### src/hdl/plsp_pkg.sv
package plsp_pkg;

  localparam int unsigned NUM_KW   = 6;
  localparam int unsigned KW_CHARS = 16;
  localparam int unsigned KW_W     = KW_CHARS * 8;
  localparam logic [15:0] MAX_PORT = 16'hFFFF;
  localparam logic [3:0]  LEN_SAT  = 4'd15;

  localparam logic [7:0] CH_COMMA = 8'h2C;
  localparam logic [7:0] CH_DASH  = 8'h2D;
  localparam logic [7:0] CH_SPACE = 8'h20;
  localparam logic [7:0] CH_TAB   = 8'h09;
  localparam logic [7:0] CH_ZERO  = 8'h30;
  localparam logic [7:0] CH_NINE  = 8'h39;

  // keyword list, index doubles as the service code (index 0 is "all")
  localparam logic [KW_W-1:0] KW_TEXT [NUM_KW] = '{
    KW_W'("all"), KW_W'("ssh"), KW_W'("no-auth-ssh"),
    KW_W'("files"), KW_W'("exec"), KW_W'("exit-node")
  };
  localparam logic [3:0] KW_LEN [NUM_KW] = '{4'd3, 4'd3, 4'd11, 4'd5, 4'd4, 4'd9};
  localparam int unsigned KW_ALL = 0;

  typedef enum logic [0:0] {CMD_CHAR = 1'b0, CMD_END = 1'b1} cmd_t;

  typedef enum logic [1:0] {
    ST_OK          = 2'd0,
    ST_INVALID     = 2'd1,
    ST_RANGE       = 2'd2,
    ST_UNSUPPORTED = 2'd3
  } status_t;

  typedef enum logic [2:0] {
    SVC_NONE      = 3'd0,
    SVC_SSH       = 3'd1,
    SVC_NOAUTHSSH = 3'd2,
    SVC_FILES     = 3'd3,
    SVC_EXEC      = 3'd4,
    SVC_EXITNODE  = 3'd5
  } service_t;

  typedef enum logic [1:0] {
    FLT_NONE    = 2'd0,
    FLT_INVALID = 2'd1,
    FLT_OVER    = 2'd2
  } fault_t;

  typedef struct packed {
    fault_t      fault;
    logic [15:0] val;
  } bound_t;

  // one decimal digit into a bound; first fault sticks
  function automatic bound_t feed_bound(bound_t b, logic [7:0] c);
    bound_t      r;
    logic [19:0] v;
    r = b;
    v = ({4'b0, b.val} << 3) + ({4'b0, b.val} << 1) + {16'b0, c[3:0]};
    if (b.fault == FLT_NONE) begin
      if (c < CH_ZERO || c > CH_NINE) begin
        r.fault = FLT_INVALID;
      end else if (v > {4'b0, MAX_PORT}) begin
        r.fault = FLT_OVER;
      end else begin
        r.val = v[15:0];
      end
    end
    return r;
  endfunction

  function automatic status_t bound_status(bound_t b);
    status_t s;
    case (b.fault)
      FLT_INVALID: s = ST_INVALID;
      FLT_OVER:    s = ST_RANGE;
      default:     s = (b.val == 16'd0) ? ST_INVALID : ST_OK;
    endcase
    return s;
  endfunction

  function automatic logic [3:0] len_inc(logic [3:0] n);
    return (n < LEN_SAT) ? n + 4'd1 : n;
  endfunction

endpackage

### src/hdl/port_list_spec_parser.sv
// Port-list spec parser.
// Input channel (in_valid/in_ready): one word per spec character (cmd = 0,
// byte in ch) or an end word (cmd = 1). Output channel (out_valid/out_ready):
// one result word per finished entry: a port range (range_valid = 1) or the
// final status. Entries close at a comma or at the end word; the first error
// gives a final word with done_res = 1 and later characters are dropped up to
// the next end word, which gives no result and rearms the parser.
// A word waits in the input register and is parsed from there into the
// result register, whose word is shown on out_valid.
// Throughput: one word per cycle while the receiver does not stall; the
// parse is a single pass of short logic (keyword compare, times-ten
// accumulate on 16 bits, range swap).
// Reset (rst, synchronous): both registers empty, parser at start of a spec.
// Receiver stall: the result register holds its word; the input register
// still takes one more word, after which in_ready drops until out_ready.
module port_list_spec_parser (
  input  logic                 clk,
  input  logic                 rst,
  input  logic                 in_valid,
  output logic                 in_ready,
  input  logic                 cmd,
  input  logic [7:0]           ch,
  output logic                 out_valid,
  input  logic                 out_ready,
  output logic                 range_valid,
  output logic [15:0]          range_lo,
  output logic [15:0]          range_hi,
  output logic                 done_res,
  output plsp_pkg::status_t    status,
  output plsp_pkg::service_t   service
);
  import plsp_pkg::*;

  // input register
  logic       s1_valid;
  logic       s1_cmd;
  logic [7:0] s1_ch;

  // parser state
  logic                entry_phase, entry_phase_next;
  logic                pending_blank, pending_blank_next;
  logic [NUM_KW-1:0]   keyword_candidates, keyword_candidates_next;
  logic [3:0]          body_length, body_length_next;
  logic                in_upper_bound, in_upper_bound_next;
  bound_t              lower_bnd, lower_bnd_next;
  bound_t              upper_bnd, upper_bnd_next;
  logic                spec_failed, spec_failed_next;

  // entry verdict
  logic                hit_found;
  logic [2:0]          hit_idx;
  status_t             fin_status;
  logic [15:0]         fin_lo, fin_hi;
  service_t            fin_svc;

  logic                adv;
  logic                res_fire;
  logic                res_done;

  assign adv      = !out_valid || out_ready;
  assign in_ready = !s1_valid || adv;

  always_ff @(posedge clk) begin
    if (rst) begin
      s1_valid <= 1'b0;
    end else if (in_ready) begin
      s1_valid <= in_valid;
    end
  end

  always_ff @(posedge clk) begin
    if (in_ready && in_valid) begin
      s1_cmd <= cmd;
      s1_ch  <= ch;
    end
  end

  // judge the open entry: keyword first, then lower bound, then upper
  always_comb begin
    logic [15:0] a, b;
    hit_found = 1'b0;
    hit_idx   = 3'd0;
    for (int i = 0; i < NUM_KW; i++) begin
      if (!hit_found && keyword_candidates[i] && body_length == KW_LEN[i]) begin
        hit_found = 1'b1;
        hit_idx   = 3'(i);
      end
    end
    a = lower_bnd.val;
    b = in_upper_bound ? upper_bnd.val : lower_bnd.val;
    fin_lo  = 16'd0;
    fin_hi  = 16'd0;
    fin_svc = SVC_NONE;
    if (body_length == 4'd0) begin
      fin_status = ST_INVALID;
    end else if (hit_found && hit_idx == 3'(KW_ALL)) begin
      fin_status = ST_OK;
      fin_lo     = 16'd1;
      fin_hi     = MAX_PORT;
    end else if (hit_found) begin
      fin_status = ST_UNSUPPORTED;
      fin_svc    = service_t'(hit_idx);
    end else begin
      fin_status = bound_status(lower_bnd);
      if (fin_status == ST_OK && in_upper_bound) begin
        fin_status = bound_status(upper_bnd);
      end
      if (fin_status == ST_OK) begin
        fin_lo = (a > b) ? b : a;
        fin_hi = (a > b) ? a : b;
      end
    end
  end

  // next state for the word in the input register
  always_comb begin
    bound_t            bsel;
    logic [NUM_KW-1:0] cand;
    logic [3:0]        blen;
    logic [3:0]        ofs;
    entry_phase_next        = entry_phase;
    pending_blank_next      = pending_blank;
    keyword_candidates_next = keyword_candidates;
    body_length_next        = body_length;
    in_upper_bound_next     = in_upper_bound;
    lower_bnd_next          = lower_bnd;
    upper_bnd_next          = upper_bnd;
    spec_failed_next        = spec_failed;
    res_fire                = 1'b0;
    res_done                = 1'b0;
    bsel                    = in_upper_bound ? upper_bnd : lower_bnd;
    cand                    = keyword_candidates;
    blen                    = body_length;
    ofs                     = 4'd0;

    if (s1_valid && adv) begin
      if (s1_cmd == CMD_END) begin
        res_fire = !spec_failed;
        res_done = 1'b1;
        entry_phase_next        = 1'b0;
        pending_blank_next      = 1'b0;
        keyword_candidates_next = '1;
        body_length_next        = 4'd0;
        in_upper_bound_next     = 1'b0;
        lower_bnd_next          = '{FLT_NONE, 16'd0};
        upper_bnd_next          = '{FLT_NONE, 16'd0};
        spec_failed_next        = 1'b0;
      end else if (!spec_failed) begin
        if (s1_ch == CH_COMMA) begin
          res_fire = 1'b1;
          res_done = (fin_status != ST_OK);
          entry_phase_next        = 1'b0;
          pending_blank_next      = 1'b0;
          keyword_candidates_next = '1;
          body_length_next        = 4'd0;
          in_upper_bound_next     = 1'b0;
          lower_bnd_next          = '{FLT_NONE, 16'd0};
          upper_bnd_next          = '{FLT_NONE, 16'd0};
          spec_failed_next        = (fin_status != ST_OK);
        end else if (s1_ch == CH_SPACE || s1_ch == CH_TAB) begin
          if (entry_phase) begin
            pending_blank_next = 1'b1;
          end
        end else begin
          entry_phase_next = 1'b1;
          // blanks inside the body: a bad character, kills every keyword
          if (pending_blank) begin
            bsel = feed_bound(bsel, CH_SPACE);
            cand = '0;
            blen = len_inc(blen);
          end
          pending_blank_next = 1'b0;
          for (int i = 0; i < NUM_KW; i++) begin
            ofs = KW_LEN[i] - 4'd1 - blen;
            if (blen >= KW_LEN[i] || KW_TEXT[i][8*ofs +: 8] != s1_ch) begin
              cand[i] = 1'b0;
            end
          end
          if (s1_ch == CH_DASH && blen != 4'd0 && !in_upper_bound) begin
            in_upper_bound_next = 1'b1;
          end else begin
            bsel = feed_bound(bsel, s1_ch);
          end
          if (in_upper_bound) begin
            upper_bnd_next = bsel;
          end else begin
            lower_bnd_next = bsel;
          end
          keyword_candidates_next = cand;
          body_length_next        = len_inc(blen);
        end
      end
    end
  end

  always_ff @(posedge clk) begin
    if (rst) begin
      entry_phase        <= 1'b0;
      pending_blank      <= 1'b0;
      keyword_candidates <= '1;
      body_length        <= 4'd0;
      in_upper_bound     <= 1'b0;
      lower_bnd          <= '{FLT_NONE, 16'd0};
      upper_bnd          <= '{FLT_NONE, 16'd0};
      spec_failed        <= 1'b0;
    end else begin
      entry_phase        <= entry_phase_next;
      pending_blank      <= pending_blank_next;
      keyword_candidates <= keyword_candidates_next;
      body_length        <= body_length_next;
      in_upper_bound     <= in_upper_bound_next;
      lower_bnd          <= lower_bnd_next;
      upper_bnd          <= upper_bnd_next;
      spec_failed        <= spec_failed_next;
    end
  end

  // result register
  always_ff @(posedge clk) begin
    if (rst) begin
      out_valid <= 1'b0;
    end else if (adv) begin
      out_valid <= res_fire;
    end
  end

  always_ff @(posedge clk) begin
    if (res_fire) begin
      range_valid <= (fin_status == ST_OK);
      range_lo    <= fin_lo;
      range_hi    <= fin_hi;
      done_res    <= res_done || (fin_status != ST_OK);
      status      <= fin_status;
      service     <= fin_svc;
    end
  end

  // a range word always carries a non-empty, ordered range
  a_range_order: assert property (@(posedge clk) disable iff (rst)
    out_valid && range_valid |-> range_lo != 16'd0 && range_lo <= range_hi)
    else $error("range word with bad bounds");

  // an error word always closes the spec
  a_err_done: assert property (@(posedge clk) disable iff (rst)
    out_valid && status != ST_OK |-> done_res && !range_valid)
    else $error("error word not final");

  // service is named only for the unsupported status
  a_svc: assert property (@(posedge clk) disable iff (rst)
    out_valid && service != SVC_NONE |-> status == ST_UNSUPPORTED)
    else $error("service without unsupported status");

  // a failed spec stays failed until an end word is parsed
  a_fail_hold: assert property (@(posedge clk) disable iff (rst)
    spec_failed && !(s1_valid && adv && s1_cmd == CMD_END) |=> spec_failed)
    else $error("failed spec rearmed without end word");

endmodule

### config.mk
export PLATFORM = sky130hd
export DESIGN_NAME = port_list_spec_parser
export DESIGN_NICKNAME = d
export VERILOG_FILES = /design/src/hdl/plsp_pkg.sv /design/src/hdl/port_list_spec_parser.sv
export SDC_FILE = /design/constraint.sdc
export NUM_CORES = 1
export LEC_CHECK = 0
export BUFFER_PORTS_ARGS = -buffer_cell sky130_fd_sc_hd__buf_2
export CORE_MARGIN = 4
export CORE_UTILIZATION = 53
export DETAILED_ROUTE_END_ITERATION = 10
export GPL_ROUTABILITY_DRIVEN = 0
export PLACE_DENSITY = 0.7
export SETUP_SLACK_MARGIN = 0.5
export SYNTH_ARGS = -nofsm -noshare
export SYNTH_HDL_FRONTEND = slang
export SYNTH_SLANG_ARGS = --single-unit
### constraint.sdc
create_clock -name clk -period 6.25 [get_ports clk]
set_input_delay 1.25 -clock clk [delete_from_list [all_inputs] [get_ports clk]]
set_output_delay 1.25 -clock clk [all_outputs]
set_load 0.005 [all_outputs]
# Word level (Yosys, flattened, before mapping)
# Index checks and enable logic that the tools add are counted.
# totals
mem_count	0
latchBits	0
reg_bits	100
elab_cells	251
rom_bits	0
ramBits	0
# classes
add_sub_neg	9
n_lt_le_gt_ge	11
mux	105
eq_ne	23
bitwise	2
mul	0
n_div	0
reduce_logical	69
shift	6
# ops
op	count
$shiftx A128 B8 Y8 const A	6
$mux W18	20
$mux W16	8
$mux W4	12
$ne A8 B8 Y1	6
$mux W1	42
$reduce_and A4 Y1	9
$logic_not A16 Y1	2
$mux W6	5
$reduce_bool A4 Y1	7
$eq A8 B6 Y1 const B	3
$mux W2	12
$add A19 B17 Y20	1
$add A20 B4 Y20	1
$gt A20 B16 Y1 const B	1
$logic_and A1 B1 Y1	17
$gt A16 B16 Y1	1
$mux W3	4
$logic_or A1 B1 Y1	11
$logic_not A2 Y1	5
$logic_not A1 Y1	9
$add A4 B1 Y4 const B	2
$eq A4 B3 Y1 const B	2
$eq A4 B4 Y1 const B	2
other kinds (26)	37

# Logic depth before layout (Yosys ltp)
# logic_depth
ltp_word	42
ltp_mapped	18
depth_no_buf	14

# Least setup slack after synthesis
# No wires, ideal clock.
# synth_path
path_kind	flip-flop to flip-flop
from	reg in_upper_bound
to	reg lower_bnd[11] (netlist bit)
setup_time_ns	0.122
path_buffers	4
t_required_ns	6.128
t_arrival_ns	4.454
path_stages_with_launch	19
period_less_slack_ns	4.576
slack_ns	1.674
cell_sequence	dfxtp_1 -> buf_4 -> buf_1 -> clkbuf_1 -> nand2_1 -> o21ai_0 -> inv_1 -> fa_1 -> inv_1 -> fa_1 -> a211o_1 -> a211oi_2 -> o21ba_4 -> o41ai_4 -> nor3_4 -> o21a_1 -> buf_6 -> nor2_2 -> a221o_1
# synth_via
elab_chain_cells	20
elab_cells_between_ends	26
classes_between	add/sub: 2; order compare: 1; eq/ne: 1; mux: 17; reduce/logical: 5
# synth_rtl
element	line	text
start: declaration	port_list_spec_parser.sv:44	logic in_upper_bound, in_upper_bound_next;
start signal: assignment	port_list_spec_parser.sv:211	in_upper_bound <= in_upper_bound_next;
$mux W18	port_list_spec_parser.sv:131	bsel = in_upper_bound ? upper_bnd : lower_bnd;
$mux W18	plsp_pkg.sv:59	if (b.fault == FLT_NONE) begin
$mux W18	port_list_spec_parser.sv:167	if (pending_blank) begin
$mux W18	port_list_spec_parser.sv:160	end else if (s1_ch == CH_SPACE || s1_ch == CH_TAB) begin
$mux W18	port_list_spec_parser.sv:149	if (s1_ch == CH_COMMA) begin
$mux W18	port_list_spec_parser.sv:148	end else if (!spec_failed) begin
$mux W18	port_list_spec_parser.sv:137	if (s1_cmd == CMD_END) begin
$mux W18	port_list_spec_parser.sv:136	if (s1_valid && adv) begin
[4 not listed]	--	
$mux W16	plsp_pkg.sv:60	if (c < CH_ZERO || c > CH_NINE) begin
$mux W18	plsp_pkg.sv:59	
$mux W18	port_list_spec_parser.sv:179	if (s1_ch == CH_DASH && blen != 4'd0 && !in_upper_bound) begin
$mux W18	port_list_spec_parser.sv:184	if (in_upper_bound) begin
$mux W18	port_list_spec_parser.sv:160	
$mux W18	port_list_spec_parser.sv:149	
$mux W18	port_list_spec_parser.sv:148	
$mux W18	port_list_spec_parser.sv:137	
end signal: assignment	port_list_spec_parser.sv:203	lower_bnd <= '{FLT_NONE, 16'd0};
end signal: assignment	port_list_spec_parser.sv:212	lower_bnd <= lower_bnd_next;
end: declaration	port_list_spec_parser.sv:45	bound_t lower_bnd, lower_bnd_next;
# Parallel ways exist; a longest one is shown, timed or not. The select of a mux whose other input is x is not followed.
# A chain may end at the register's enable or synchronous reset.

# Final worst setup path
# layout_path
from	reg in_upper_bound
to	reg lower_bnd[13] (netlist bit)
# The elaborated chain is that of the path after synthesis.

==> impl_metrics.py <==
metrics = {
    "outcome": {
        "status": "completed",
    },
    "power": {
        "power.switching_mw": 0.3482,
        "p_leak_nw": 3.504,
        "p_per_area_nw_per_um2": 167.5,
        "ir_worst_vdd_mv": 0.1166,
        "comb_power_share": 0.084,
        "p_sw_frac": 0.2530,
        "internal-power_mw": 1.028,
        "p_clk_frac": 0.391,
        "seqPwrFrac": 0.524,
    },
    "clock_network": {
        "cts_hold_buf": 0,
        "clk_latency_ns": 0.35,
        "cts_buffers": 9,
        "cts.sinks": 100,
        "cts_resized": 0,
        "htreeDepth": 3,
        "cts_max_path_buffers": 2,
        "root_buffer": "clkbuf_16",
        "clkSlewWorstSetupHoldPaths_ns": 0.07,
        "cts_tree": "yes",
        "post_cts_buffers": 0,
    },
    "routing": {
        "num_vias": 6604,
        "ant_nets": 0,
        "vias_per_cell": 6.356,
        "route.detailed.drc": 0,
        "drt-total-wl_um": 19930,
        "firstDrtPassIters": 5,
        "wire_per_inst_um": 19.18,
        "dr.first_iter.drc_count": 664,
    },
    "setup_path": {
        "critPathCaptureType": "flop",
        "path_class": "flop to flop",
        "reg2regPathDepth": 14,
        "reg2reg_from": "in_upper_bound$_SDFFE_PP0P_",
        "critical_path_required_ns": 6.49,
        "worstPathMaxFanout": 27,
        "arrival_ns": 4.92,
        "r2r_end": "lower_bnd[13]$_SDFFE_PP0P_",
        "r2r_slack_ns": 1.57,
        "crit_path_start_kind": "flop",
    },
    "sta": {
        "fin_tns_setup_ns": 0,
        "post-route-period-util": 0.7492,
        "drv_slew": 0,
        "slew_headroom": 0.2946,
        "grt_setup_unrepaired": "no",
        "worst_pin_slew_ns": 1.051,
        "fmax_ghz": 0.2136,
        "setup_slack_ns": 1.568,
        "setup_viol": 0,
        "hold_viol": 0,
        "fin_skew_ns": 0.01365,
        "min_period_ns": 4.682,
    },
    "grt": {
        "grt-ovfl-total": 0,
        "track_usage": 0.2418,
        "grt_pass1_wl_um": 31760,
        "grt_pass1_vias": 6099,
        "grt_max_degree": 40,
        "antenna_found_initial": 0,
    },
    "floorplanning": {
        "core_um2": 13930,
        "die_x_um": 127.7,
        "num_io_pins": 54,
        "start_util": 0.5446,
        "fp-row-count": 43,
        "die_h_um": 127.7,
        "die_area_um2": 16300,
    },
    "yosys": {
        "synthesis.nets": 909,
        "ys_seq_area_frac": 0.3271,
        "async_flop_share": 0,
        "synth_area_um2": 7589,
        "synth_seq_cells": 100,
        "synth_area_leader_cell": "edfxtp_1",
        "yosysUniqueCellTypes": 89,
        "postSynthCellCount": 823,
        "synth_area_per_cell_um2": 9.221,
        "synth_top_area_frac": 0.1899,
        "yosys_warnings": 0,
        "synth_area_leaders": "edfxtp_1, dfxtp_1, ha_1, mux2i_1, nor2_1",
        "synth_edf_count": 48,
        "ys.flop_type": "dfxtp_1",
    },
    "hold_path": {
        "holdPathStages": 2,
        "hp-class": "flop to flop",
        "min-delay-start": "upper_bnd[1]$_SDFFE_PP0P_",
        "holdPathEnd": "upper_bnd[1]$_SDFFE_PP0P_",
    },
    "final_layout": {
        "area_growth_pct": 8.261,
        "drive_gt1_frac": 0.1385,
        "final_cell_mix": "ha_1, nor2_1, nand2_1, mux2i_1, buf_2",
        "final_nets": 940,
        "final_core_util": 0.5896,
        "design_area_um2": 8215,
        "final_common_cell": "ha_1",
        "diodes": 0,
        "final_cells": 1039,
    },
    "placed_design": {
        "placement.cell_area_um2": 7931,
        "post-place-ws_ns": 1.617,
        "dp_cells": 1023,
        "place.port_buffers": 53,
        "dp_hpwl_um": 15110,
    },
    "job": {
        "maxCapViolCount": 0,
    },
}
area by class of cell:
type	instances	area [um2]
tap	180	225.2
fill	1178	5719
inverter	44	172.7
sequential	100	2482
multi-input combinational	643	4763
timing repair buffer	56	287.8
clock inverter	6	45.04
clock buffer	10	239.0
layer usage:
metal,vias up,global-route usage,part of all wire
li1,3133,-,-
met1,3120,0.3507,0.44
met2,317,0.3757,0.45
met3,34,0.04333,0.094
met4,0,0.05993,0.016
met5,-,0,0
power groups by stage:
stage	Combinational, mW	Clock (mW)	Sequential [mW]
after floorplan	0.0876	0	0.724
after global placement	0.111	0	0.735
after detailed placement	0.114	0	0.736
after CTS	0.114	0.543	0.721
after global routing	0.127	0.570	0.723
final	0.116	0.539	0.722
kinds of logic after synthesis:
| logic type | Yosys count | synth area share |
|---|---|---|
| XOR/XNOR | 32 | 0.03792 |
| AND/OR/NAND/NOR | 248 | 0.1657 |
| flip-flops | 100 | 0.3271 |
| AO/OA/AOI/OAI | 223 | 0.2091 |
| multiplexers | 67 | 0.09151 |
| buffers and inverters | 80 | 0.04633 |
| adder cells (fa/ha/maj) | 73 | 0.1223 |
synth_stat cells (17+ instances only):
library cell	instances
ha_1	71
nor2_1	68
nand2_1	59
mux2i_1	57
dfxtp_1	52
edfxtp_1	48
a21oi_1	46
o21ai_0	43
inv_1	40
xnor2_1	21
nor3_1	20
a22oi_1	18
nand4_1	18
nand3_1	17
flip-flops by register name, indices dropped and copies added (netlist names), 3 cells and up:
signal / count
service: 3
lower_bnd: 18
body_length: 4
s1_ch: 8
range_lo: 16
keyword_candidates: 6
upper_bnd: 18
range_hi: 16
metrics by stage:
step / hold slack, ns / total power, mW
after floorplan: 0.4376 / 0.8114
after global placement: 0.4504 / 0.8458
after detailed placement: 0.4677 / 0.8494
after CTS: 0.4772 / 1.378
after global routing: 0.5037 / 1.420
final: 0.4806 / 1.376
critical path, stage by stage, from the launching register on:
cell and delay (ns):
dfxtp_1 0.30, buf_4 0.24, o21ai_0 0.56, inv_1 0.12, fa_1 0.51, inv_1 0.07
fa_1 0.48, a211o_1 0.35, a211oi_2 0.32, o21ba_4 0.23, o41ai_4 0.08, nor3_4 0.31
o21a_1 0.47, nor2_2 0.15, a221o_1 0.37
how the worst max path moves through the flow:
| stage | slack, ns | cells past startpoint | start | end |
|---|---|---|---|---|
| 2_1_floorplan | 1.67 | 18 | in_upper_bound$_SDFFE_PP0P_ | lower_bnd[11]$_SDFFE_PP0P_ |
| 3_3_place_gp | 1.71 | 14 | in_upper_bound$_SDFFE_PP0P_ | lower_bnd[11]$_SDFFE_PP0P_ |
| 3_5_place_dp | 1.62 | 14 | in_upper_bound$_SDFFE_PP0P_ | lower_bnd[13]$_SDFFE_PP0P_ |
| 4_1_cts | 1.58 | 14 | in_upper_bound$_SDFFE_PP0P_ | lower_bnd[13]$_SDFFE_PP0P_ |
| 5_1_grt | 1.26 | 14 | in_upper_bound$_SDFFE_PP0P_ | lower_bnd[13]$_SDFFE_PP0P_ |
| 6_report | 1.57 | 14 | in_upper_bound$_SDFFE_PP0P_ | lower_bnd[13]$_SDFFE_PP0P_ |
Note: power is estimated with default switching activity, not from simulation.
